**src/sliding_window_sender_unit_macros.svh**
```systemverilog
// Assertion macros for the sliding window sender unit.
// Included by the top level; no other dependencies.
`ifndef SLIDING_WINDOW_SENDER_UNIT_MACROS_SVH
`define SLIDING_WINDOW_SENDER_UNIT_MACROS_SVH

// same-cycle implication
`define SWSU_ASSERT_IMP(name, clk, rst, ante, cons) \
   name: assert property (@(posedge clk) disable iff (rst) (ante) |-> (cons)) \
      else $error("swsu: same-cycle check failed");

// next-cycle implication
`define SWSU_ASSERT_NEXT(name, clk, rst, ante, cons) \
   name: assert property (@(posedge clk) disable iff (rst) (ante) |=> (cons)) \
      else $error("swsu: next-cycle check failed");

`endif

```
**src/swsu_pkg.sv**
```systemverilog
// Shared types and constants for the sliding window sender unit.
// No dependencies; imported by every module of the block.
`default_nettype none

package swsu_pkg;

   localparam int MAX_RESULTS = 32;
   localparam int COUNT_W     = 6;
   localparam int SLOT_W_MAX  = 8;
   localparam int QUEUE_DEPTH = 2;
   localparam int QUEUE_PTR_W = 1;
   localparam int QUEUE_CNT_W = 2;

   localparam logic [5:0] WINDOW_RESET = 6'd32;
   localparam logic [1:0] ACK_TYPE_ACK = 2'd3;

   typedef enum logic [1:0] {
      MODE_OFFER   = 2'd0,
      MODE_ACK     = 2'd1,
      MODE_TIMEOUT = 2'd2,
      MODE_NONE    = 2'd3
   } mode_type;

   typedef enum logic [2:0] {
      KIND_SENT        = 3'd0,
      KIND_REFUSED     = 3'd1,
      KIND_ACK_TAKEN   = 3'd2,
      KIND_ACK_IGNORED = 3'd3,
      KIND_RESEND      = 3'd4,
      KIND_EMPTY       = 3'd5
   } kind_type;

   typedef enum logic {
      BACK_IDLE = 1'b0,
      BACK_WALK = 1'b1
   } back_state_type;

   typedef struct packed {
      mode_type    mode;
      logic [10:0] seg_length;
      logic [31:0] seg_checksum;
      logic [1:0]  ack_type;
      logic [31:0] ack_seq;
   } req_item_type;

   typedef struct packed {
      kind_type    kind;
      logic [31:0] seq_num;
      logic [10:0] out_length;
      logic [31:0] out_checksum;
      logic [31:0] window_base;
      logic        last;
   } rsp_item_type;

   typedef struct packed {
      kind_type               kind;
      logic [31:0]            seq;
      logic [10:0]            length;
      logic [31:0]            checksum;
      logic [31:0]            base;
      logic [SLOT_W_MAX-1:0]  slot;
      logic [COUNT_W-1:0]     count;
   } cmd_type;

   typedef struct packed {
      logic [10:0] length;
      logic [31:0] checksum;
   } slot_entry_type;

endpackage

`default_nettype wire

```
**src/swsu_front.sv**
```systemverilog
// Front end: takes items, holds window state and the window register, classifies
// each event into a command for the back end. Depends on swsu_pkg.
`default_nettype none

module swsu_front
   import swsu_pkg::*;
#(
   parameter int WINDOW_MAX  = 32,
   parameter int MAX_PAYLOAD = 1456
) (
   input  wire logic         clock,
   input  wire logic         reset,
   input  wire logic         csr_wr_en,
   input  wire logic [5:0]   csr_wr_data,
   input  wire logic         req_valid,
   output logic              req_ready,
   input  wire req_item_type req_item,
   output logic              push_valid,
   input  wire logic         push_ready,
   output cmd_type           push_cmd
);

   localparam int SW   = (WINDOW_MAX > 1) ? $clog2(WINDOW_MAX) : 1;
   localparam int SUMW = SW + 1;

   logic [5:0]    window_ff, window_in;
   logic [31:0]   base_ff, base_in;
   logic [31:0]   next_ff, next_in;
   logic [SW-1:0] base_slot_ff, base_slot_in;
   logic [SW-1:0] next_slot_ff, next_slot_in;

   logic [31:0]   outstanding;
   logic [31:0]   eff_window;
   logic          full;
   logic [10:0]   len_sat;
   logic [31:0]   advance;
   logic          ack_ok;
   logic [SUMW-1:0] slot_sum;
   logic [SW-1:0] ack_slot;
   logic [COUNT_W-1:0] resend_count;
   logic          accept;

   assign req_ready   = push_ready;
   assign accept      = req_valid && req_ready;
   assign outstanding = next_ff - base_ff;
   assign full        = outstanding >= eff_window;
   assign advance     = req_item.ack_seq - base_ff;
   assign ack_ok      = (req_item.ack_type == ACK_TYPE_ACK) && (advance != 32'd0) &&
                        (advance <= outstanding);
   assign slot_sum    = SUMW'(base_slot_ff) + advance[SUMW-1:0];

   always_comb begin
      if (window_ff == 6'd0) begin
         eff_window = 32'd1;
      end else if (32'(window_ff) > 32'(WINDOW_MAX)) begin
         eff_window = 32'(WINDOW_MAX);
      end else begin
         eff_window = 32'(window_ff);
      end
   end

   always_comb begin
      if (32'(req_item.seg_length) > 32'(MAX_PAYLOAD)) begin
         len_sat = 11'(MAX_PAYLOAD);
      end else begin
         len_sat = req_item.seg_length;
      end
   end

   // wrap past zero restarts the slot at the low bits of the ack
   always_comb begin
      if (req_item.ack_seq < base_ff) begin
         ack_slot = req_item.ack_seq[SW-1:0];
      end else if (slot_sum >= SUMW'(WINDOW_MAX)) begin
         ack_slot = SW'(slot_sum - SUMW'(WINDOW_MAX));
      end else begin
         ack_slot = slot_sum[SW-1:0];
      end
   end

   always_comb begin
      if (outstanding > 32'(MAX_RESULTS)) begin
         resend_count = COUNT_W'(MAX_RESULTS);
      end else begin
         resend_count = outstanding[COUNT_W-1:0];
      end
   end

   always_comb begin
      push_cmd      = '0;
      push_cmd.base = base_ff;
      push_valid    = 1'b0;
      unique case (req_item.mode)
         MODE_OFFER: begin
            push_valid = req_valid;
            if (full) begin
               push_cmd.kind = KIND_REFUSED;
            end else begin
               push_cmd.kind     = KIND_SENT;
               push_cmd.seq      = next_ff;
               push_cmd.length   = len_sat;
               push_cmd.checksum = req_item.seg_checksum;
               push_cmd.slot     = SLOT_W_MAX'(next_slot_ff);
            end
         end
         MODE_ACK: begin
            push_valid = req_valid;
            if (ack_ok) begin
               push_cmd.kind = KIND_ACK_TAKEN;
               push_cmd.base = req_item.ack_seq;
            end else begin
               push_cmd.kind = KIND_ACK_IGNORED;
            end
         end
         MODE_TIMEOUT: begin
            push_valid = req_valid;
            if (outstanding == 32'd0) begin
               push_cmd.kind = KIND_EMPTY;
            end else begin
               push_cmd.kind  = KIND_RESEND;
               push_cmd.seq   = base_ff;
               push_cmd.slot  = SLOT_W_MAX'(base_slot_ff);
               push_cmd.count = resend_count;
            end
         end
         default: begin
            push_valid = 1'b0;
         end
      endcase
   end

   always_comb begin
      window_in    = csr_wr_en ? csr_wr_data : window_ff;
      base_in      = base_ff;
      base_slot_in = base_slot_ff;
      next_in      = next_ff;
      next_slot_in = next_slot_ff;
      if (accept && (req_item.mode == MODE_OFFER) && !full) begin
         next_in = next_ff + 32'd1;
         if ((next_ff == 32'hFFFF_FFFF) || (next_slot_ff == SW'(WINDOW_MAX - 1))) begin
            next_slot_in = '0;
         end else begin
            next_slot_in = next_slot_ff + SW'(1);
         end
      end
      if (accept && (req_item.mode == MODE_ACK) && ack_ok) begin
         base_in      = req_item.ack_seq;
         base_slot_in = ack_slot;
      end
   end

   always_ff @(posedge clock) begin
      if (reset) begin
         window_ff    <= WINDOW_RESET;
         base_ff      <= '0;
         next_ff      <= '0;
         base_slot_ff <= '0;
         next_slot_ff <= '0;
      end else begin
         window_ff    <= window_in;
         base_ff      <= base_in;
         next_ff      <= next_in;
         base_slot_ff <= base_slot_in;
         next_slot_ff <= next_slot_in;
      end
   end

endmodule

`default_nettype wire

```
**src/swsu_queue.sv**
```systemverilog
// Short command queue between front and back end.
// Depends on swsu_pkg for the command type and depth.
`default_nettype none

module swsu_queue
   import swsu_pkg::*;
(
   input  wire logic    clock,
   input  wire logic    reset,
   input  wire logic    push_valid,
   output logic         push_ready,
   input  wire cmd_type push_cmd,
   output logic         pop_valid,
   input  wire logic    pop_ready,
   output cmd_type      pop_cmd
);

   cmd_type                  entries_ff [QUEUE_DEPTH];
   logic [QUEUE_PTR_W-1:0]   wr_ptr_ff, wr_ptr_in;
   logic [QUEUE_PTR_W-1:0]   rd_ptr_ff, rd_ptr_in;
   logic [QUEUE_CNT_W-1:0]   count_ff, count_in;
   logic                     do_push, do_pop;

   assign push_ready = count_ff != QUEUE_CNT_W'(QUEUE_DEPTH);
   assign pop_valid  = count_ff != '0;
   assign pop_cmd    = entries_ff[rd_ptr_ff];
   assign do_push    = push_valid && push_ready;
   assign do_pop     = pop_valid && pop_ready;

   always_comb begin
      wr_ptr_in = wr_ptr_ff;
      rd_ptr_in = rd_ptr_ff;
      count_in  = count_ff;
      if (do_push) begin
         wr_ptr_in = (wr_ptr_ff == QUEUE_PTR_W'(QUEUE_DEPTH - 1)) ? '0 :
                     wr_ptr_ff + QUEUE_PTR_W'(1);
      end
      if (do_pop) begin
         rd_ptr_in = (rd_ptr_ff == QUEUE_PTR_W'(QUEUE_DEPTH - 1)) ? '0 :
                     rd_ptr_ff + QUEUE_PTR_W'(1);
      end
      if (do_push && !do_pop) begin
         count_in = count_ff + QUEUE_CNT_W'(1);
      end else if (do_pop && !do_push) begin
         count_in = count_ff - QUEUE_CNT_W'(1);
      end
   end

   always_ff @(posedge clock) begin
      if (do_push) begin
         entries_ff[wr_ptr_ff] <= push_cmd;
      end
   end

   always_ff @(posedge clock) begin
      if (reset) begin
         wr_ptr_ff <= '0;
         rd_ptr_ff <= '0;
         count_ff  <= '0;
      end else begin
         wr_ptr_ff <= wr_ptr_in;
         rd_ptr_ff <= rd_ptr_in;
         count_ff  <= count_in;
      end
   end

endmodule

`default_nettype wire

```
**src/swsu_back.sv**
```systemverilog
// Back end: carries out commands, stores segments in the slot memory, walks
// outstanding slots on a resend and drives the result register. Depends on swsu_pkg.
`default_nettype none

module swsu_back
   import swsu_pkg::*;
#(
   parameter int WINDOW_MAX = 32
) (
   input  wire logic    clock,
   input  wire logic    reset,
   input  wire logic    cmd_valid,
   output logic         cmd_pop,
   input  wire cmd_type cmd,
   output logic         rsp_valid,
   input  wire logic    rsp_ready,
   output rsp_item_type rsp_item
);

   localparam int SW = (WINDOW_MAX > 1) ? $clog2(WINDOW_MAX) : 1;

   slot_entry_type     slot_mem [WINDOW_MAX];
   slot_entry_type     rd_data_ff;

   back_state_type     state_ff, state_in;
   logic               rsp_valid_ff, rsp_valid_in;
   rsp_item_type       rsp_item_ff, rsp_item_in;
   logic [31:0]        walk_seq_ff, walk_seq_in;
   logic [SW-1:0]      walk_slot_ff, walk_slot_in;
   logic [COUNT_W-1:0] walk_left_ff, walk_left_in;
   logic [31:0]        walk_base_ff, walk_base_in;

   logic               can_load;
   logic               rsp_load;
   logic               mem_wr_en;
   logic               mem_rd_en;
   logic [SW-1:0]      mem_rd_addr;
   logic [SW-1:0]      slot_step;
   logic               walk_last;

   assign can_load  = !rsp_valid_ff || rsp_ready;
   assign walk_last = walk_left_ff == COUNT_W'(1);
   assign rsp_valid = rsp_valid_ff;
   assign rsp_item  = rsp_item_ff;

   // wrap of the sequence number or of the last slot index restarts at slot zero
   assign slot_step = ((walk_seq_ff == 32'hFFFF_FFFF) ||
                       (walk_slot_ff == SW'(WINDOW_MAX - 1))) ? '0 :
                      walk_slot_ff + SW'(1);

   always_comb begin
      state_in = state_ff;
      unique case (state_ff)
         BACK_IDLE: begin
            if (cmd_valid && can_load && (cmd.kind == KIND_RESEND)) begin
               state_in = BACK_WALK;
            end
         end
         BACK_WALK: begin
            if (can_load && walk_last) begin
               state_in = BACK_IDLE;
            end
         end
         default: begin
            state_in = BACK_IDLE;
         end
      endcase
   end

   always_comb begin
      cmd_pop      = 1'b0;
      rsp_load     = 1'b0;
      rsp_item_in  = rsp_item_ff;
      mem_wr_en    = 1'b0;
      mem_rd_en    = 1'b0;
      mem_rd_addr  = walk_slot_ff;
      walk_seq_in  = walk_seq_ff;
      walk_slot_in = walk_slot_ff;
      walk_left_in = walk_left_ff;
      walk_base_in = walk_base_ff;
      unique case (state_ff)
         BACK_IDLE: begin
            if (cmd_valid && can_load) begin
               cmd_pop = 1'b1;
               if (cmd.kind == KIND_RESEND) begin
                  mem_rd_en    = 1'b1;
                  mem_rd_addr  = cmd.slot[SW-1:0];
                  walk_seq_in  = cmd.seq;
                  walk_slot_in = cmd.slot[SW-1:0];
                  walk_left_in = cmd.count;
                  walk_base_in = cmd.base;
               end else begin
                  rsp_load                 = 1'b1;
                  rsp_item_in.kind         = cmd.kind;
                  rsp_item_in.seq_num      = cmd.seq;
                  rsp_item_in.out_length   = cmd.length;
                  rsp_item_in.out_checksum = cmd.checksum;
                  rsp_item_in.window_base  = cmd.base;
                  rsp_item_in.last         = 1'b1;
                  mem_wr_en                = cmd.kind == KIND_SENT;
               end
            end
         end
         BACK_WALK: begin
            if (can_load) begin
               rsp_load                 = 1'b1;
               rsp_item_in.kind         = KIND_RESEND;
               rsp_item_in.seq_num      = walk_seq_ff;
               rsp_item_in.out_length   = rd_data_ff.length;
               rsp_item_in.out_checksum = rd_data_ff.checksum;
               rsp_item_in.window_base  = walk_base_ff;
               rsp_item_in.last         = walk_last;
               mem_rd_en                = 1'b1;
               mem_rd_addr              = slot_step;
               walk_seq_in              = walk_seq_ff + 32'd1;
               walk_slot_in             = slot_step;
               walk_left_in             = walk_left_ff - COUNT_W'(1);
            end
         end
         default: begin
            cmd_pop = 1'b0;
         end
      endcase
   end

   always_comb begin
      if (rsp_load) begin
         rsp_valid_in = 1'b1;
      end else if (rsp_ready) begin
         rsp_valid_in = 1'b0;
      end else begin
         rsp_valid_in = rsp_valid_ff;
      end
   end

   always_ff @(posedge clock) begin
      if (mem_wr_en) begin
         slot_mem[cmd.slot[SW-1:0]] <= '{length: cmd.length, checksum: cmd.checksum};
      end
      if (mem_rd_en) begin
         rd_data_ff <= slot_mem[mem_rd_addr];
      end
   end

   always_ff @(posedge clock) begin
      if (rsp_load) begin
         rsp_item_ff <= rsp_item_in;
      end
      walk_seq_ff  <= walk_seq_in;
      walk_slot_ff <= walk_slot_in;
      walk_base_ff <= walk_base_in;
   end

   always_ff @(posedge clock) begin
      if (reset) begin
         state_ff     <= BACK_IDLE;
         rsp_valid_ff <= 1'b0;
         walk_left_ff <= '0;
      end else begin
         state_ff     <= state_in;
         rsp_valid_ff <= rsp_valid_in;
         walk_left_ff <= walk_left_in;
      end
   end

endmodule

`default_nettype wire

```
**src/sliding_window_sender_unit.sv**
```systemverilog
// Go-back-N sender window control, top level.
// Usage:
//   req_* carries one event per item: offer a segment, an acknowledgement or a
//   retransmission timeout; rsp_* returns the results, last marks the final one.
//   csr_wr_en/csr_wr_data write the window size; the user must write it only while
//   the block is idle, as the block itself does not enforce this.
// Path: a result passes the command queue, then the result register; the first
//   resent segment of a timeout also the slot memory read register between them.
// Throughput: offers and acks, one item per cycle while results are taken and no
//   resend is walked. A timeout resends n segments (at most 32): a slot memory read
//   first, then one result per cycle from the single read port unless rsp_ready is low.
// A two-entry command queue lets the front take items while the back end walks
//   a resend or the receiver holds rsp_ready low; req_ready falls only when the
//   queue is full. The result register holds its item until it is taken.
// Reset: window size 32, base and next sequence numbers zero, queue and result
//   register empty. Slot memory is not cleared; only written slots are read.
// Depends on swsu_pkg, swsu_front, swsu_queue, swsu_back and the macro header.
`default_nettype none
`include "sliding_window_sender_unit_macros.svh"

module sliding_window_sender_unit
   import swsu_pkg::*;
#(
   parameter int WINDOW_MAX  = 32,
   parameter int MAX_PAYLOAD = 1456
) (
   input  wire logic         clock,
   input  wire logic         reset,
   input  wire logic         csr_wr_en,
   input  wire logic [5:0]   csr_wr_data,
   input  wire logic         req_valid,
   output logic              req_ready,
   input  wire req_item_type req_item,
   output logic              rsp_valid,
   input  wire logic         rsp_ready,
   output rsp_item_type      rsp_item
);

   logic    push_valid, push_ready;
   cmd_type push_cmd;
   logic    pop_valid, pop_ready;
   cmd_type pop_cmd;

   swsu_front #(
      .WINDOW_MAX  (WINDOW_MAX),
      .MAX_PAYLOAD (MAX_PAYLOAD)
   ) u_front (
      .clock       (clock),
      .reset       (reset),
      .csr_wr_en   (csr_wr_en),
      .csr_wr_data (csr_wr_data),
      .req_valid   (req_valid),
      .req_ready   (req_ready),
      .req_item    (req_item),
      .push_valid  (push_valid),
      .push_ready  (push_ready),
      .push_cmd    (push_cmd)
   );

   swsu_queue u_queue (
      .clock      (clock),
      .reset      (reset),
      .push_valid (push_valid),
      .push_ready (push_ready),
      .push_cmd   (push_cmd),
      .pop_valid  (pop_valid),
      .pop_ready  (pop_ready),
      .pop_cmd    (pop_cmd)
   );

   swsu_back #(
      .WINDOW_MAX (WINDOW_MAX)
   ) u_back (
      .clock     (clock),
      .reset     (reset),
      .cmd_valid (pop_valid),
      .cmd_pop   (pop_ready),
      .cmd       (pop_cmd),
      .rsp_valid (rsp_valid),
      .rsp_ready (rsp_ready),
      .rsp_item  (rsp_item)
   );

   `SWSU_ASSERT_IMP(a_single_is_last, clock, reset,
      rsp_valid && (rsp_item.kind != KIND_RESEND), rsp_item.last)
   `SWSU_ASSERT_IMP(a_sent_in_window, clock, reset,
      rsp_valid && (rsp_item.kind == KIND_SENT),
      (rsp_item.seq_num - rsp_item.window_base) < 32'(WINDOW_MAX))
   `SWSU_ASSERT_NEXT(a_resend_burst, clock, reset,
      rsp_valid && rsp_ready && (rsp_item.kind == KIND_RESEND) && !rsp_item.last,
      rsp_valid && (rsp_item.kind == KIND_RESEND) &&
      (rsp_item.seq_num == $past(rsp_item.seq_num) + 32'd1))

endmodule

`default_nettype wire
```
**config.mk**
```make
export PLATFORM = sky130hd
export DESIGN_NAME = sliding_window_sender_unit
export DESIGN_NICKNAME = d
export VERILOG_FILES = /design/src/swsu_pkg.sv /design/src/swsu_front.sv /design/src/swsu_queue.sv /design/src/swsu_back.sv /design/src/sliding_window_sender_unit.sv
export VERILOG_INCLUDE_DIRS = /design/src /design/src/src
export SDC_FILE = /design/constraint.sdc
export NUM_CORES = 2
export LEC_CHECK = 0
export BUFFER_PORTS_ARGS = -buffer_cell sky130_fd_sc_hd__buf_2
export CAP_MARGIN = 20
export CORE_UTILIZATION = 40
export CTS_CLUSTER_DIAMETER = 120
export DETAILED_ROUTE_END_ITERATION = 12
export RECOVER_POWER = 25
export SETUP_SLACK_MARGIN = 0.05
export SLEW_MARGIN = 20
export SYNTH_ARGS = -nofsm -noshare
export SYNTH_HDL_FRONTEND = slang
export SYNTH_HIERARCHICAL = 1
export SYNTH_SLANG_ARGS = --single-unit
```
**constraint.sdc**
```tcl
create_clock -name clock -period 6.5 [get_ports clock]
set_input_delay 0.65 -clock clock [delete_from_list [all_inputs] [get_ports clock]]
set_output_delay 0.65 -clock clock [all_outputs]
set_load 0.01 [all_outputs]
```
==> impl_metrics.tcl <==
set metrics [dict create \
    die_area_sq_um 204600 \
    finalPower_w 0.03869 \
    synth_nets 5188 \
    crit_chain "inv_1 -> ha_1 -> fa_1 -> nand2b_1 -> a21oi_1 -> o21a_1 -> a21boi_2 -> o311ai_0 -> ha_1 -> a21o_1 -> a21o_1 -> a221o_1 -> a21o_1 -> a211oi_1 -> o22a_1 -> a21oi_1 -> or3_1 -> buf_4 -> nor2_1 -> a211oi_1" \
    detail-route-antenna-nets 0 \
    ctsResizeCount 0 \
    syn_inst 4982 \
    yosys_warnings 6 \
    grt_first_pass_wirelength_mm 319.0 \
    root_buffer "clkbuf_16" \
    required_ns 7.05 \
    antenna_found_initial 11 \
    nets 5440 \
    r2r-end "u_front/base_slot_ff[1]$_SDFFE_PP0P_" \
    fin_crit_ns 5.918 \
    critical_path.most_common_cell "a21o_1" \
    worst_slew_pin_slew_ns 4.273 \
    rsz0062_at_grt "false" \
    critical_path_class "flip-flop to flip-flop" \
    drive_gt1_share_pct 19.74 \
    slew_violations 361 \
    core-area_sq_um 200700 \
    ioPinCount 203 \
    drt_wl_total_mm 220.2 \
    status "finished with violations" \
    postCtsHoldBufs 0 \
    dp_hpwl_mm 133.9 \
    port_buffers 202 \
    timing.rr.start "u_front/next_ff[0]$_SDFFE_PP0P_" \
    gr-usage-all-layers_pct 21.28 \
    fmax_ghz 0.1690 \
    ctsLongestPathBuffers 3 \
    fill_cells 17330 \
    area_delta_synth_final_pct 13.31 \
    max_stage_delay_ns 0.73 \
    hold_class "primary input to flip-flop" \
    cp_max_fo 33 \
    cts_tree "built" \
    cts_sinks 1934 \
    finalCritPeriodShare_pct 91.04 \
    cts_made_buffers 196 \
    grt_pass1_vias 45860 \
    end_kind "flip-flop" \
    drv_cap 6 \
    critPathSlowestCell "o311ai_0" \
    place_area_sq_um 85750 \
    htreeDepth 4 \
    reg2reg_slack_ns 0.58 \
    path_clk_slew_ns 0.06 \
    netlist_area_sq_um 81130 \
    initial_core_util_pct 40.43 \
    rows 164 \
    hold_violations 0 \
    clock_skew_ns 0.09698 \
    overflow 0 \
    vdd_drop_max_mv 0.3441 \
    postCtsSetupBuffers 0 \
    p_per_area_nw_per_um2 420.9 \
    routedWlPerCell_um 27.31 \
    critPathLaunchType "flip-flop" \
    cp.arrival_ns 6.47 \
    tns_ns 0 \
    globalplace.congestion 0.9082 \
    dr.pass1.iters 5 \
    finalSetupViolCount 0 \
    whs_endpoint "u_front/window_ff[2]$_SDFFE_PP0P_" \
    die_y_um 452.4 \
    leakage_nw 30.03 \
    first_iter_violations 4583 \
    fin_area_sq_um 91930 \
    relSlewSlack_pct -184.9 \
    min_from "csr_wr_data[2]" \
    die_x_um 452.4 \
    rr_worst_depth 20 \
    routed-via-count 46450 \
    vias_per_cell 5.760 \
    min_path_cells 3 \
    post-route-drc-count 0 \
    grt_start_max_net_pins 130 \
    violations "max-capacitance violations, max-slew violations" \
    clk_latency_ns 0.86 \
    syn_area_per_cell_sq_um 16.28 \
]
-- cell type report --
cell class / instances / area, sq um / share of cell area, %
Timing Repair Buffer: 324 / 2007 / 2.183
Clock inverter: 117 / 1202 / 1.308
Sequential cell: 1934 / 57100 / 62.11
Clock buffer: 248 / 5161 / 5.614
Multi-Input combinational cell: 2683 / 22750 / 24.75
Tap cell: 2656 / 3323 / 3.615
Antenna cell: 7 / 17.52 / 0.01906
Inverter: 95 / 365.4 / 0.3974
-- stage by stage --
step | util [%] | std cells | hold slack (ns) | worst slack, ns
after CTS | 45.90 | 8054 | 0.03192 | 0.6572
after floorplan | - | 4982 | 0.4611 | 1.052
final | 45.81 | 8064 | 0.09897 | 0.5825
after global placement | 42.72 | 7688 | 0.4798 | 0.5484
after global routing | 45.80 | 8060 | 0.06408 | 0.1420
after detailed placement | 42.73 | 7689 | 0.4838 | 0.4157
-- state kept, by name, indices dropped and copies added (netlist names), 32 cells and up, named ones only --
register / count
u_back/rd_data_ff: 43
u_back/walk_base_ff: 32
u_back/rsp_item: 111
u_back/slot_mem: 1376
u_front/base_ff: 32
u_back/walk_seq_ff: 32
u_front/next_ff: 32
u_queue/entries_ff: 242
-- worst max path at each step --
| stage | cells after the start | slack [ns] | from | end |
|---|---|---|---|---|
| after global routing | 19 | 0.14 | u_front/base_ff[1]$_SDFFE_PP0P_ | u_front/base_ff[23]$_SDFFE_PP0P_ |
| after detailed placement | 23 | 0.42 | req_item[0] | u_front/base_ff[18]$_SDFFE_PP0P_ |
| after floorplan | 21 | 1.05 | req_item[0] | u_queue/entries_ff[0][36]$_DFFE_PP_ |
| after global placement | 22 | 0.55 | req_item[0] | u_queue/entries_ff[0][31]$_DFFE_PP_ |
| final | 20 | 0.58 | u_front/next_ff[0]$_SDFFE_PP0P_ | u_front/base_slot_ff[1]$_SDFFE_PP0P_ |
| after CTS | 20 | 0.66 | u_front/next_ff[0]$_SDFFE_PP0P_ | u_front/base_ff[18]$_SDFFE_PP0P_ |
-- layer usage --
layer	part of all wire, %	GRT usage [%]	vias up	routed length, um
met1	42	28.96	24180	92910
met5	0.034	0	-	75
li1	-	-	20300	-
met3	6.0	3.094	299	13190
met4	3.2	7.246	12	7136
met2	49	34.98	1662	106900
-- power breakdown --
group | switching (W) | internal, W
clock | 0.00482 | 0.00626
sequential | 0.000409 | 0.0157
combinational | 0.00718 | 0.00427
-- critical path, delay by kind of cell (launching register included) --
family | cells | cell delay, ns
flops | 1 | 0.55
simple gates | 3 | 0.90
compound gates | 12 | 2.80
fa+ha+maj | 3 | 1.02
buf+inv | 2 | 0.35
-- placed cells by master (no fill, tap or decap), types with 17 or more instances in the layout --
cell          n
clkbuf_1    165
o22ai_1     133
nor2_1      169
a32o_1       37
nor4_1       53
inv_1        90
mux4_2      258
a21oi_1     298
buf_4        99
a21o_1       36
xnor2_1      36
clkbuf_16   197
clkinv_2     41
nor2b_1      38
and2_1       47
dfxtp_1      97
ha_1        113
clkinv_1     40
xor2_1       43
nor3_1       24
buf_2        87
o32ai_2      20
mux2_4       38
mux2i_1      57
or3_1        17
o32ai_1      23
nand2b_1     17
nand2_1     394
nand3_1      85
nand4_1      52
nor2_4       35
and3_1       31
a211oi_1     27
mux2_2      174
edfxtp_1   1836
o211ai_1     21
o21ai_0     137
mux2_1       69
(Power assumes the default switching activity.)
